===== src/crlb_pkg.sv =====
package crlb_pkg;

  localparam int unsigned BUFFER_DEPTH_DEF = 64;

  localparam int unsigned CHAR_W   = 8;
  localparam int unsigned FILL_W   = 7;
  localparam int unsigned CFG_IDX_W = 2;
  localparam int unsigned CFG_DATA_W = 8;

  // register indexes on the config port
  localparam logic [CFG_IDX_W-1:0] CFG_ECHO_ENABLE   = 2'd0;
  localparam logic [CFG_IDX_W-1:0] CFG_TASK_ATTACHED = 2'd1;
  localparam logic [CFG_IDX_W-1:0] CFG_ERASE_CHAR    = 2'd2;

  localparam logic [CHAR_W-1:0] ERASE_CHAR_RST = 8'h08;

  localparam logic [CHAR_W-1:0] CH_ESC     = 8'h1B;
  localparam logic [CHAR_W-1:0] CH_BS      = 8'h08;
  localparam logic [CHAR_W-1:0] CH_SPACE   = 8'h20;
  localparam logic [CHAR_W-1:0] CH_LBRACK  = 8'h5B;
  localparam logic [CHAR_W-1:0] CH_UPPER_A = 8'h41;
  localparam logic [CHAR_W-1:0] CH_UPPER_B = 8'h42;
  localparam logic [CHAR_W-1:0] CH_CR      = 8'h0D;
  localparam logic [CHAR_W-1:0] CH_LF      = 8'h0A;

  localparam logic CMD_RX   = 1'b0;
  localparam logic CMD_READ = 1'b1;

  typedef enum logic [1:0] {
    EV_NONE     = 2'd0,
    EV_LINE_END = 2'd1,
    EV_CURS_UP  = 2'd2,
    EV_CURS_DN  = 2'd3
  } event_t;

  // what the back end has to do with one word
  typedef enum logic [2:0] {
    OP_READ    = 3'd0,
    OP_ERASE   = 3'd1,
    OP_STORE   = 3'd2,
    OP_SWALLOW = 3'd3,
    OP_UP      = 3'd4,
    OP_DN      = 3'd5
  } op_kind_t;

  typedef struct packed {
    op_kind_t          kind;
    logic [CHAR_W-1:0] ch;
  } op_t;

  typedef struct packed {
    logic              command;
    logic [CHAR_W-1:0] rx_char;
  } in_word_t;

  typedef struct packed {
    logic              tx_valid;
    logic [CHAR_W-1:0] tx_char;
    logic [1:0]        event_res;
    logic              dropped;
    logic              read_valid;
    logic [CHAR_W-1:0] read_char;
    logic [FILL_W-1:0] fill_level;
    logic              last;
  } out_word_t;

endpackage


===== src/crlb_front.sv =====
module crlb_front import crlb_pkg::*; (
  input  logic              clk,
  input  logic              rst_n,
  input  logic              in_valid,
  input  in_word_t          in_word,
  output logic              in_stall,
  input  logic [CHAR_W-1:0] erase_char,
  input  logic              q_full,
  output logic              q_push,
  output op_t               q_op
);

  typedef enum logic [4:0] {
    ES_IDLE    = 5'b00001,
    ES_GOT_ESC = 5'b00010,
    ES_GOT_BRK = 5'b00100,
    ES_AFT_UP  = 5'b01000,
    ES_AFT_DN  = 5'b10000
  } esc_state_t;

  esc_state_t esc_r, esc_nxt;
  esc_state_t esc_parse;
  op_kind_t   parse_kind;
  logic       accept;

  assign in_stall = q_full;
  assign accept   = in_valid && !q_full;
  assign q_push   = accept;

  // escape parser for a plain received byte
  always_comb begin
    esc_parse  = ES_IDLE;
    parse_kind = OP_STORE;
    unique case (esc_r) inside
      ES_IDLE, ES_AFT_UP, ES_AFT_DN: begin
        if (in_word.rx_char == CH_ESC) begin
          esc_parse  = ES_GOT_ESC;
          parse_kind = OP_SWALLOW;
        end
      end
      ES_GOT_ESC: begin
        if (in_word.rx_char == CH_LBRACK) begin
          esc_parse  = ES_GOT_BRK;
          parse_kind = OP_SWALLOW;
        end
      end
      ES_GOT_BRK: begin
        if (in_word.rx_char == CH_UPPER_A) begin
          esc_parse  = ES_AFT_UP;
          parse_kind = OP_UP;
        end else if (in_word.rx_char == CH_UPPER_B) begin
          esc_parse  = ES_AFT_DN;
          parse_kind = OP_DN;
        end
      end
      default: begin
        esc_parse  = ES_IDLE;
        parse_kind = OP_STORE;
      end
    endcase
  end

  // erase match wins over any escape meaning and leaves the parser alone
  always_comb begin
    esc_nxt    = esc_r;
    q_op.ch    = in_word.rx_char;
    q_op.kind  = parse_kind;
    if (in_word.command == CMD_READ) begin
      q_op.kind = OP_READ;
    end else if (in_word.rx_char == erase_char) begin
      q_op.kind = OP_ERASE;
    end else if (accept) begin
      esc_nxt = esc_parse;
    end
  end

  always_ff @(posedge clk) begin
    if (!rst_n) begin
      esc_r <= ES_IDLE;
    end else begin
      esc_r <= esc_nxt;
    end
  end

endmodule


===== src/crlb_opq.sv =====
module crlb_opq import crlb_pkg::*; (
  input  logic clk,
  input  logic rst_n,
  input  logic push,
  input  op_t  push_op,
  output logic full,
  input  logic pop,
  output logic head_valid,
  output op_t  head_op
);

  op_t        slot_r [2];
  logic       wr_sel_r, rd_sel_r;
  logic [1:0] count_r, count_nxt;
  logic       do_push, do_pop;

  assign full       = (count_r == 2'd2);
  assign head_valid = (count_r != 2'd0);
  assign head_op    = slot_r[rd_sel_r];
  assign do_push    = push && !full;
  assign do_pop     = pop && head_valid;

  always_comb begin
    count_nxt = count_r;
    if (do_push && !do_pop) begin
      count_nxt = count_r + 2'd1;
    end else if (do_pop && !do_push) begin
      count_nxt = count_r - 2'd1;
    end
  end

  always_ff @(posedge clk) begin
    if (do_push) begin
      slot_r[wr_sel_r] <= push_op;
    end
  end

  always_ff @(posedge clk) begin
    if (!rst_n) begin
      wr_sel_r <= 1'b0;
      rd_sel_r <= 1'b0;
      count_r  <= 2'd0;
    end else begin
      if (do_push) begin
        wr_sel_r <= !wr_sel_r;
      end
      if (do_pop) begin
        rd_sel_r <= !rd_sel_r;
      end
      count_r <= count_nxt;
    end
  end

endmodule


===== src/crlb_back.sv =====
module crlb_back import crlb_pkg::*; #(
  parameter int unsigned DEPTH = BUFFER_DEPTH_DEF
) (
  input  logic      clk,
  input  logic      rst_n,
  input  logic      q_valid,
  input  op_t       q_op,
  output logic      q_pop,
  input  logic      echo_enable,
  input  logic      task_attached,
  output logic      out_valid,
  input  logic      out_stall,
  output out_word_t out_word
);

  localparam int unsigned PTR_W = (DEPTH > 1) ? $clog2(DEPTH) : 1;
  localparam int unsigned CNT_W = $clog2(DEPTH + 1);
  localparam logic [PTR_W-1:0] PTR_LAST = PTR_W'(DEPTH - 1);
  localparam logic [CNT_W-1:0] CNT_FULL = CNT_W'(DEPTH);

  typedef enum logic [3:0] {
    BK_EXEC  = 4'b0001,
    BK_RDATA = 4'b0010,
    BK_ERA1  = 4'b0100,
    BK_ERA2  = 4'b1000
  } bk_state_t;

  bk_state_t         state_r, state_nxt;
  logic [CHAR_W-1:0] mem [DEPTH];
  logic [CHAR_W-1:0] rdata_r;
  logic [PTR_W-1:0]  wr_r, wr_nxt, rd_r, rd_nxt;
  logic [CNT_W-1:0]  fill_r, fill_nxt;
  logic              mem_we, rd_en;
  logic              out_valid_r, out_valid_nxt;
  out_word_t         out_word_r;
  out_word_t         res;
  logic              load, out_free;
  logic [PTR_W-1:0]  wr_inc, wr_dec, rd_inc;

  assign out_free  = !out_valid_r || !out_stall;
  assign out_valid = out_valid_r;
  assign out_word  = out_word_r;

  assign wr_inc = (wr_r == PTR_LAST) ? '0 : wr_r + 1'b1;
  assign wr_dec = (wr_r == '0) ? PTR_LAST : wr_r - 1'b1;
  assign rd_inc = (rd_r == PTR_LAST) ? '0 : rd_r + 1'b1;

  always_comb begin
    state_nxt = state_r;
    q_pop     = 1'b0;
    load      = 1'b0;
    res       = '0;
    fill_nxt  = fill_r;
    wr_nxt    = wr_r;
    rd_nxt    = rd_r;
    mem_we    = 1'b0;
    rd_en     = 1'b0;

    unique case (state_r)
      BK_EXEC: begin
        if (q_valid && out_free) begin
          q_pop = 1'b1;
          res.last = 1'b1;
          unique case (q_op.kind)
            OP_READ: begin
              if (fill_r != '0) begin
                rd_en     = 1'b1;
                rd_nxt    = rd_inc;
                fill_nxt  = fill_r - 1'b1;
                state_nxt = BK_RDATA;
              end else begin
                load = 1'b1;
              end
            end
            OP_ERASE: begin
              load = 1'b1;
              if (fill_r != '0) begin
                wr_nxt       = wr_dec;
                fill_nxt     = fill_r - 1'b1;
                res.last     = 1'b0;
                res.tx_valid = 1'b1;
                if (echo_enable) begin
                  res.tx_char = CH_BS;
                  state_nxt   = BK_ERA1;
                end else begin
                  res.tx_char = CH_SPACE;
                  state_nxt   = BK_ERA2;
                end
              end
            end
            default: begin
              // plain or escape byte: echo, then act
              load         = 1'b1;
              res.tx_valid = echo_enable;
              res.tx_char  = echo_enable ? q_op.ch : '0;
              if (q_op.kind == OP_UP) begin
                res.event_res = EV_CURS_UP;
              end else if (q_op.kind == OP_DN) begin
                res.event_res = EV_CURS_DN;
              end else if (q_op.kind == OP_STORE) begin
                if (fill_r == CNT_FULL) begin
                  res.dropped = 1'b1;
                end else begin
                  mem_we   = 1'b1;
                  wr_nxt   = wr_inc;
                  fill_nxt = fill_r + 1'b1;
                  if (task_attached && (q_op.ch == CH_CR || q_op.ch == CH_LF)) begin
                    res.event_res = EV_LINE_END;
                  end
                end
              end
            end
          endcase
        end
      end
      BK_RDATA: begin
        if (out_free) begin
          load           = 1'b1;
          res.read_valid = 1'b1;
          res.read_char  = rdata_r;
          res.last       = 1'b1;
          state_nxt      = BK_EXEC;
        end
      end
      BK_ERA1: begin
        if (out_free) begin
          load         = 1'b1;
          res.tx_valid = 1'b1;
          res.tx_char  = CH_SPACE;
          state_nxt    = BK_ERA2;
        end
      end
      BK_ERA2: begin
        if (out_free) begin
          load         = 1'b1;
          res.tx_valid = 1'b1;
          res.tx_char  = CH_BS;
          res.last     = 1'b1;
          state_nxt    = BK_EXEC;
        end
      end
      default: begin
        state_nxt = BK_EXEC;
      end
    endcase

    res.fill_level = FILL_W'(fill_nxt);
  end

  always_comb begin
    out_valid_nxt = out_valid_r;
    if (load) begin
      out_valid_nxt = 1'b1;
    end else if (!out_stall) begin
      out_valid_nxt = 1'b0;
    end
  end

  always_ff @(posedge clk) begin
    if (mem_we) begin
      mem[wr_r] <= q_op.ch;
    end
    if (rd_en) begin
      rdata_r <= mem[rd_r];
    end
  end

  always_ff @(posedge clk) begin
    if (load) begin
      out_word_r <= res;
    end
  end

  always_ff @(posedge clk) begin
    if (!rst_n) begin
      state_r     <= BK_EXEC;
      wr_r        <= '0;
      rd_r        <= '0;
      fill_r      <= '0;
      out_valid_r <= 1'b0;
    end else begin
      state_r     <= state_nxt;
      wr_r        <= wr_nxt;
      rd_r        <= rd_nxt;
      fill_r      <= fill_nxt;
      out_valid_r <= out_valid_nxt;
    end
  end

endmodule


===== src/console_rx_line_buffer_top.sv =====
// Console receive line buffer.
// Input channel (in_valid / in_stall / in_word): one word is either a received
// UART byte (command 0) or a read request (command 1). Output channel
// (out_valid / out_stall / out_word): result words; each input word gives one
// result, an effective erase gives two (echo off) or three (echo on), and
// the final result of a word has last set.
// Config port: cfg_we writes cfg_wdata into register cfg_addr (0 echo enable,
// 1 task attached, 2 erase char); write only while the block is idle.
// Timing: a byte passes through the op queue and the result register; a read
// also passes through the registered line store read. Plain and escape bytes run
// at one word per cycle while the receiver does not stall; a read holds the
// executor in BK_RDATA, and an erase holds it until its last echoed byte.
// Reset (rst_n low, synchronous) empties the buffer, returns the escape
// parser to idle and loads the config defaults. The line store itself is
// not cleared; only written bytes are ever read back.
// When the receiver stalls, the result register holds, the executor stops,
// and the two-deep op queue fills, after which in_stall rises.
module console_rx_line_buffer_top import crlb_pkg::*; #(
  parameter int unsigned BUFFER_DEPTH = BUFFER_DEPTH_DEF
) (
  input  logic                  clk,
  input  logic                  rst_n,
  input  logic                  in_valid,
  input  in_word_t              in_word,
  output logic                  in_stall,
  output logic                  out_valid,
  input  logic                  out_stall,
  output out_word_t             out_word,
  input  logic                  cfg_we,
  input  logic [CFG_IDX_W-1:0]  cfg_addr,
  input  logic [CFG_DATA_W-1:0] cfg_wdata
);

  logic              echo_r, task_r;
  logic [CHAR_W-1:0] erase_r;

  logic q_push, q_full, q_pop, q_valid;
  op_t  push_op, head_op;

  // config registers; unknown indexes are ignored
  always_ff @(posedge clk) begin
    if (!rst_n) begin
      echo_r  <= 1'b0;
      task_r  <= 1'b1;
      erase_r <= ERASE_CHAR_RST;
    end else if (cfg_we) begin
      unique case (cfg_addr)
        CFG_ECHO_ENABLE:   echo_r  <= cfg_wdata[0];
        CFG_TASK_ATTACHED: task_r  <= cfg_wdata[0];
        CFG_ERASE_CHAR:    erase_r <= cfg_wdata[CHAR_W-1:0];
        default: begin
        end
      endcase
    end
  end

  // front: erase match, read decode and escape parsing
  crlb_front u_front (
    .clk        (clk),
    .rst_n      (rst_n),
    .in_valid   (in_valid),
    .in_word    (in_word),
    .in_stall   (in_stall),
    .erase_char (erase_r),
    .q_full     (q_full),
    .q_push     (q_push),
    .q_op       (push_op)
  );

  // decouples the parser from the buffer executor
  crlb_opq u_opq (
    .clk        (clk),
    .rst_n      (rst_n),
    .push       (q_push),
    .push_op    (push_op),
    .full       (q_full),
    .pop        (q_pop),
    .head_valid (q_valid),
    .head_op    (head_op)
  );

  // back: ring buffer, fill count, echo sequencing, result register
  crlb_back #(
    .DEPTH (BUFFER_DEPTH)
  ) u_back (
    .clk           (clk),
    .rst_n         (rst_n),
    .q_valid       (q_valid),
    .q_op          (head_op),
    .q_pop         (q_pop),
    .echo_enable   (echo_r),
    .task_attached (task_r),
    .out_valid     (out_valid),
    .out_stall     (out_stall),
    .out_word      (out_word)
  );

endmodule


===== config.mk =====
export PLATFORM = sky130hd
export DESIGN_NAME = console_rx_line_buffer_top
export DESIGN_NICKNAME = d
export VERILOG_FILES = /design/src/crlb_pkg.sv /design/src/crlb_front.sv /design/src/crlb_opq.sv /design/src/crlb_back.sv /design/src/console_rx_line_buffer_top.sv
export SDC_FILE = /design/constraint.sdc
export NUM_CORES = 1
export LEC_CHECK = 0
export BUFFER_PORTS_ARGS = -buffer_cell sky130_fd_sc_hd__buf_4
export CAP_MARGIN = 10
export CORE_UTILIZATION = 55
export DETAILED_ROUTE_END_ITERATION = 10
export MAX_ROUTING_LAYER = met4
export PLACE_DENSITY = 0.74
export SYNTH_ARGS = -nofsm -noshare
export SYNTH_HDL_FRONTEND = slang
export SYNTH_SLANG_ARGS = --single-unit

===== constraint.sdc =====
create_clock -name clk -period 4 [get_ports clk]
set_input_delay 0.4 -clock clk [delete_from_list [all_inputs] [get_ports clk]]
set_output_delay 0.4 -clock clk [all_outputs]
set_load 0.03 [all_outputs]

# --- Yosys cells after proc, flatten, opt, wreduce, memory -nomap -nowiden ---
# Memories as Yosys holds them, arrays and structs flattened. A register that Yosys moved wholly into a read port is not among the register bits.
# Index checks and enable logic that the tools add are counted.
# W data, S select, Z words.
word_totals:
  ff_bits: 72
  ramBits: 534
  word_cells: 197
  mem_count: 2
classes:
  n_addsub: 7
  eq_ne: 37
  mux: 86
  bitwise_logic: 6
  reduce_logical: 38
mem_list:
  columns: ["name", "depth", "width", "rd", "rd_ports_with_merged_regs", "write_ports", "line", "source"]
  rows:
  - ["u_back.mem", 64, 8, 1, 1, 1, "crlb_back.sv:29", "logic [CHAR_W-1:0] mem [DEPTH];"]
  - ["u_opq.slot_r", 2, 11, 1, 1, 1, "crlb_opq.sv:12", "op_t slot_r [2];"]
op_table:
  columns: ["cell", "count"]
  rows:
  - ["$mux W7", 8]
  - ["$mux W6", 9]
  - ["$mux W9", 4]
  - ["$mux W1", 34]
  - ["$pmux W9 S3", 1]
  - ["$eq A8 B7 Y1 const B", 3]
  - ["$mux W4", 6]
  - ["$mux W3", 7]
  - ["$pmux W9 S2", 1]
  - ["$eq A8 B4 Y1 const B", 2]
  - ["$pmux W5 S3", 1]
  - ["$add A6 B1 Y6 const B", 2]
  - ["$eq A6 B6 Y1 const B", 2]
  - ["$mux W12", 1]
  - ["$pmux W4 S3", 1]
  - ["$pmux W6 S2", 1]
  - ["$mux W2", 5]
  - ["$mux W5", 2]
  - ["$ne A2 B1 Y1 const B", 5]
  - ["$pmux W3 S3", 1]
  - ["$eq A8 B5 Y1 const B", 1]
  - ["$eq A8 B8 Y1", 1]
  - ["$mux W8", 1]
  - ["$pmux W4 S2", 1]
  - ["43 further kinds", 74]

# --- Logic depth before layout (Yosys ltp) ---
logic_depth:
  ltp_word: 11
  depth_mapped: 9
  mapped_depth_nobuf: 7

# --- Hierarchy ---
# A second synthesis with hierarchy kept.
unflattened:
  hier_cells: 1420
  area_unflattened_um2: 25082.8
by_module_without_submodules:
  columns: ["module", "n_inst", "cells_each", "area_each_um2", "seq_area_each_um2"]
  rows:
  - ["crlb_back", 1, 1245, 23058.4, 16966.3]
  - ["crlb_opq", 1, 59, 1026.0, 760.7]
  - ["crlb_front", 1, 71, 574.3, 100.1]
  - ["console_rx_line_buffer_top", 1, 45, 424.2, 200.2]

# --- Worst setup path after synthesis ---
# No wires, ideal clock.
synth_path:
  path_kind: "flip-flop to flip-flop"
  start: "register u_back.fill_r[0]"
  end: "register u_back.out_word_r, in the netlist u_back.out_word[0] (enable)"
  setup_ps: 428
  arrival_ps: 3116
  slack_ps: 456
  stages_incl_launch_ff: 7
  path_buffers: 0
  cell_sequence: "dfxtp_1 -> inv_1 -> ha_1 -> or3b_1 -> nor3_1 -> nor3_1 -> o22ai_1"
synth_between:
  elab_chain_len: 5
synth_rtl:
  columns: ["element", "line", "source"]
  rows:
  - ["start: declaration", "crlb_back.sv:32", "logic [CNT_W-1:0] fill_r, fill_nxt;"]
  - ["start signal: assignment", "crlb_back.sv:185", "fill_r <= fill_nxt;"]
  - ["$reduce_bool A7 Y1", "crlb_back.sv:66", "if (fill_r != '0) begin"]
  - ["$mux W1", "crlb_back.sv:66", null]
  - ["$mux W1", "crlb_back.sv:64", "unique case (q_op.kind)"]
  - ["$mux W1", "crlb_back.sv:61", "if (q_valid && out_free) begin"]
  - ["$pmux W1 S2", "crlb_back.sv:59", "unique case (state_r)"]
  - ["net u_back.load", "crlb_back.sv:37", "logic load, out_free;"]
  - ["end signal: assignment", "crlb_back.sv:170", "out_word_r <= res;"]
  - ["end: declaration", "crlb_back.sv:35", "out_word_t out_word_r;"]
# The timed path passes the listed nets, and every way through them passes these cells.
# A chain may end at the register's enable or synchronous reset.

# --- Worst setup path in the final report ---
layout_path:
  start: "register u_back.state_r[3]"
  end: "memory u_back.mem[23][1] (enable)"
layout_between:
  elab_chain_len: 4
layout_rtl:
  columns: ["element", "line", "source"]
  rows:
  - ["start: declaration", "crlb_back.sv:28", "bk_state_t state_r, state_nxt;"]
  - ["start signal: assignment", "crlb_back.sv:182", "state_r <= state_nxt;"]
  - ["$eq A4 B1 Y1", "crlb_back.sv:59", null]
  - ["$mux W1", "crlb_back.sv:59", null]
  - ["$mux W1", "crlb_back.sv:160", "if (mem_we) begin"]
  - ["$mux W1 (implied by the code)", "crlb_back.sv:161", "mem[wr_r] <= q_op.ch;"]
  - ["end: declaration", "crlb_back.sv:29", null]
# No other way between the ends.

==> results.yml <==
status:
  outcome: "complete, no violations"
job:
  drv_cap: 0
worst_setup_path:
  worstPathCellList: "nor4b_4, o2111ai_1, nand2b_1, or3_1, nor2_1"
  cp_slowest_cell: "or3_1"
  cp_num_buf_inv: 0
  cp_top_family: "simple AND/OR/NAND/NOR gates"
  required_ps: 4250
  start_kind: "flop"
  max_stage_delay_ps: 690
  crit_path_end_kind: "flop"
  cp_max_fo: 12
  crit_arrival_ps: 3560
  path_class: "reg -> reg"
floorplan:
  die_h_um: 215.2
  io_pins: 55
  dieWidth_um: 215.2
  core-area_mm2: 0.04451
  start_util_pct: 56.16
  rows: 77
  die_area_mm2: 0.04630
routing:
  final_antenna_net_count: 0
  avgViaCountPerCell: 6.342
  vias: 13860
  wl_um: 57270
  wire_per_inst_um: 26.20
  drt_iter0_drc: 1794
  drc: 0
  dr.pass1.iters: 5
timing:
  clock_skew_ps: 23.45
  relSlewSlack_pct: 23.71
  drv_slew: 0
  fmax_ghz: 0.3020
  min_period_ps: 3311
  hold_viol_final: 0
  setup_viol: 0
  rsz0062_at_grt: "no"
  timing.hold.ws_ps: 23.08
  tns_ps: 0
  min_period_over_period_pct: 82.78
  worst_pin_slew_ps: 1143
synth:
  yosysMostFrequentCell: "edfxtp_1"
  synth_area_mm2: 0.02500
  synth.distinct_cells: 80
  synth_edf_count: 571
  async_flop_share_pct: 0
  yosysWarnings: 0
  avgSynthCellArea_um2: 17.89
  synth_seq_area_share_pct: 72.12
  synth_commonest_cells: "edfxtp_1, nor2_1, mux4_2"
  synth.top_cell.area_share_pct: 68.60
  synth_cells: 1397
  synth_area_leaders: "edfxtp_1, mux4_2, dfxtp_1"
  synthesis.nets: 1428
  ys_seq_elements: 615
  synth_ff_type: "edfxtp_1"
  yosysTopAreaCell: "edfxtp_1"
placed_design:
  post_dp_cell_area_mm2: 0.02659
  numPortBuffers: 54
  hpwl_um: 36310
  place_congestion: 0.8899
global_routing:
  grt_pass1_vias: 13750
  gr-total-overflow: 0
  grt_max_degree: 66
  grt_pass1_wl_um: 86390
  grt_antenna_before_repair: 0
  track_usage_pct: 26.06
pwr:
  ir_worst_vdd_mv: 0.5276
  p_per_area_mw_per_mm2: 582.7
  leakage_nw: 9.083
clocking:
  clockBufferDepth: 3
  postCtsSetupBuffers: 0
  numCtsBuffers: 58
  tritoncts: "built"
  clock-sinks: 615
  ctsHtreeMaxLevel: 2
  clock_latency_ps: 620
  path_clk_slew_ps: 70
  cts-root-buf: "clkbuf_16"
layout:
  final_net_count: 1577
  drive_gt1_share_pct: 25.60
  syn_to_final_growth_pct: 14.31
  post-route-cell-area_mm2: 0.02857
  diodes: 0
  fill_cells: 3033
min_path:
  hp-class: "in -> reg"
-- worst paths after layout --
| kind | endpoint | slack (ps) | depth (start not counted) | start |
|---|---|---|---|---|
| max reg2reg | u_back.mem[23][1] | 690 | 5 | u_back.state_r[3] |
| min | erase_r[2] | 20 | 3 | cfg_wdata[2] |
| max | u_back.mem[23][1] | 690 | 5 | u_back.state_r[3] |
| min reg2reg | flop | 500 | 2 | u_opq.rd_sel_r |
-- sequential cells by signal, summed over array words and instances (netlist names), named ones only --
signal            flops
echo_r                1
erase_r               8
task_r                1
u_back.fill_r         7
u_back.mem          512
u_back.out_valid      1
u_back.out_word      29
u_back.rd_r           6
u_back.rdata_r        8
u_back.state_r        4
u_back.wr_r           6
u_front.esc_r         5
u_opq.count_r         2
u_opq.rd_sel_r        1
u_opq.slot_r         22
u_opq.wr_sel_r        1
-- per-layer routing --
layer	up-vias	global-route usage (%)	wire length (um)
li1	5935	-	-
met1	7113	35.08	22900
met2	723	41.43	28120
met3	93	4.572	5039
met4	0	6.974	1220
met5	-	-	0
-- metrics by stage --
step	total power, mW	instances	utilization, %	setup slack [ps]
finish	16.65	2186	64.19	688.9
global route	17.16	2186	64.19	455.3
CTS	16.72	2186	64.19	747.0
detailed placement	11.19	2073	59.73	753.1
global placement	11.12	2073	59.73	846.2
floorplan	10.04	1397	-	456.1
-- where the power goes --
group | internal [mW] | switching, mW | total (mW)
registers | 7.98 | 0.190 | 8.17
clock network | 3.25 | 2.33 | 5.58
logic | 0.821 | 2.07 | 2.89
-- final cells by class --
class / instances / area [um^2] / share of cell area (%)
repair buffers: 161 / 1259 / 4.406
flip-flops and latches: 615 / 18040 / 63.13
multi-input cells: 689 / 6524 / 22.83
inverters: 21 / 78.83 / 0.2759
clock buffers: 71 / 1500 / 5.251
well taps: 592 / 740.7 / 2.593
clock inverters: 37 / 432.9 / 1.515
-- worst register-to-register path: cells and delay by family (launching register included) --
kind / cells / cell delay, ps
and+or+nand+nor: 4 / 2110
DFF: 1 / 460
AOI/OAI and AO/OA: 1 / 370
-- cells in the final DEF (no fill, tap or decap), types with 13 or more instances in the layout --
cell       Yosys  routed
o22ai_1       15      14
nand2b_1      13      13
inv_1         20      15
mux4_2       126     126
nand2_1       33      33
nor3_1        22      22
nor2_1       135     135
and2_1        16      16
buf_4         14     153
clkbuf_16      0      58
xnor2_1       17      17
a22oi_1       17      17
o21ai_0       31      31
a21oi_1       19      19
mux2i_1       50      50
dfxtp_1       44      41
edfxtp_1     571     571
nand3_1       15      15
clkbuf_1      28      13
-- logic make-up (layout without fill, tap and decap cells) --
kind of cell / after synthesis / count (layout) / share of synthesized area, %
flops: 615 / 615 / 72.12
simple gates: 310 / 310 / 6.352
mux: 189 / 189 / 13.96
compound gates: 158 / 158 / 4.540
buf+inv: 93 / 290 / 1.802
xor+xnor: 25 / 25 / 0.8760
fa+ha+maj: 7 / 7 / 0.3504
-- timing repair --
item	CTS	global route
hold buffers	5	0
resized for setup	0	0
hold endpoints to repair	9	0
(Power assumes the default switching activity.)
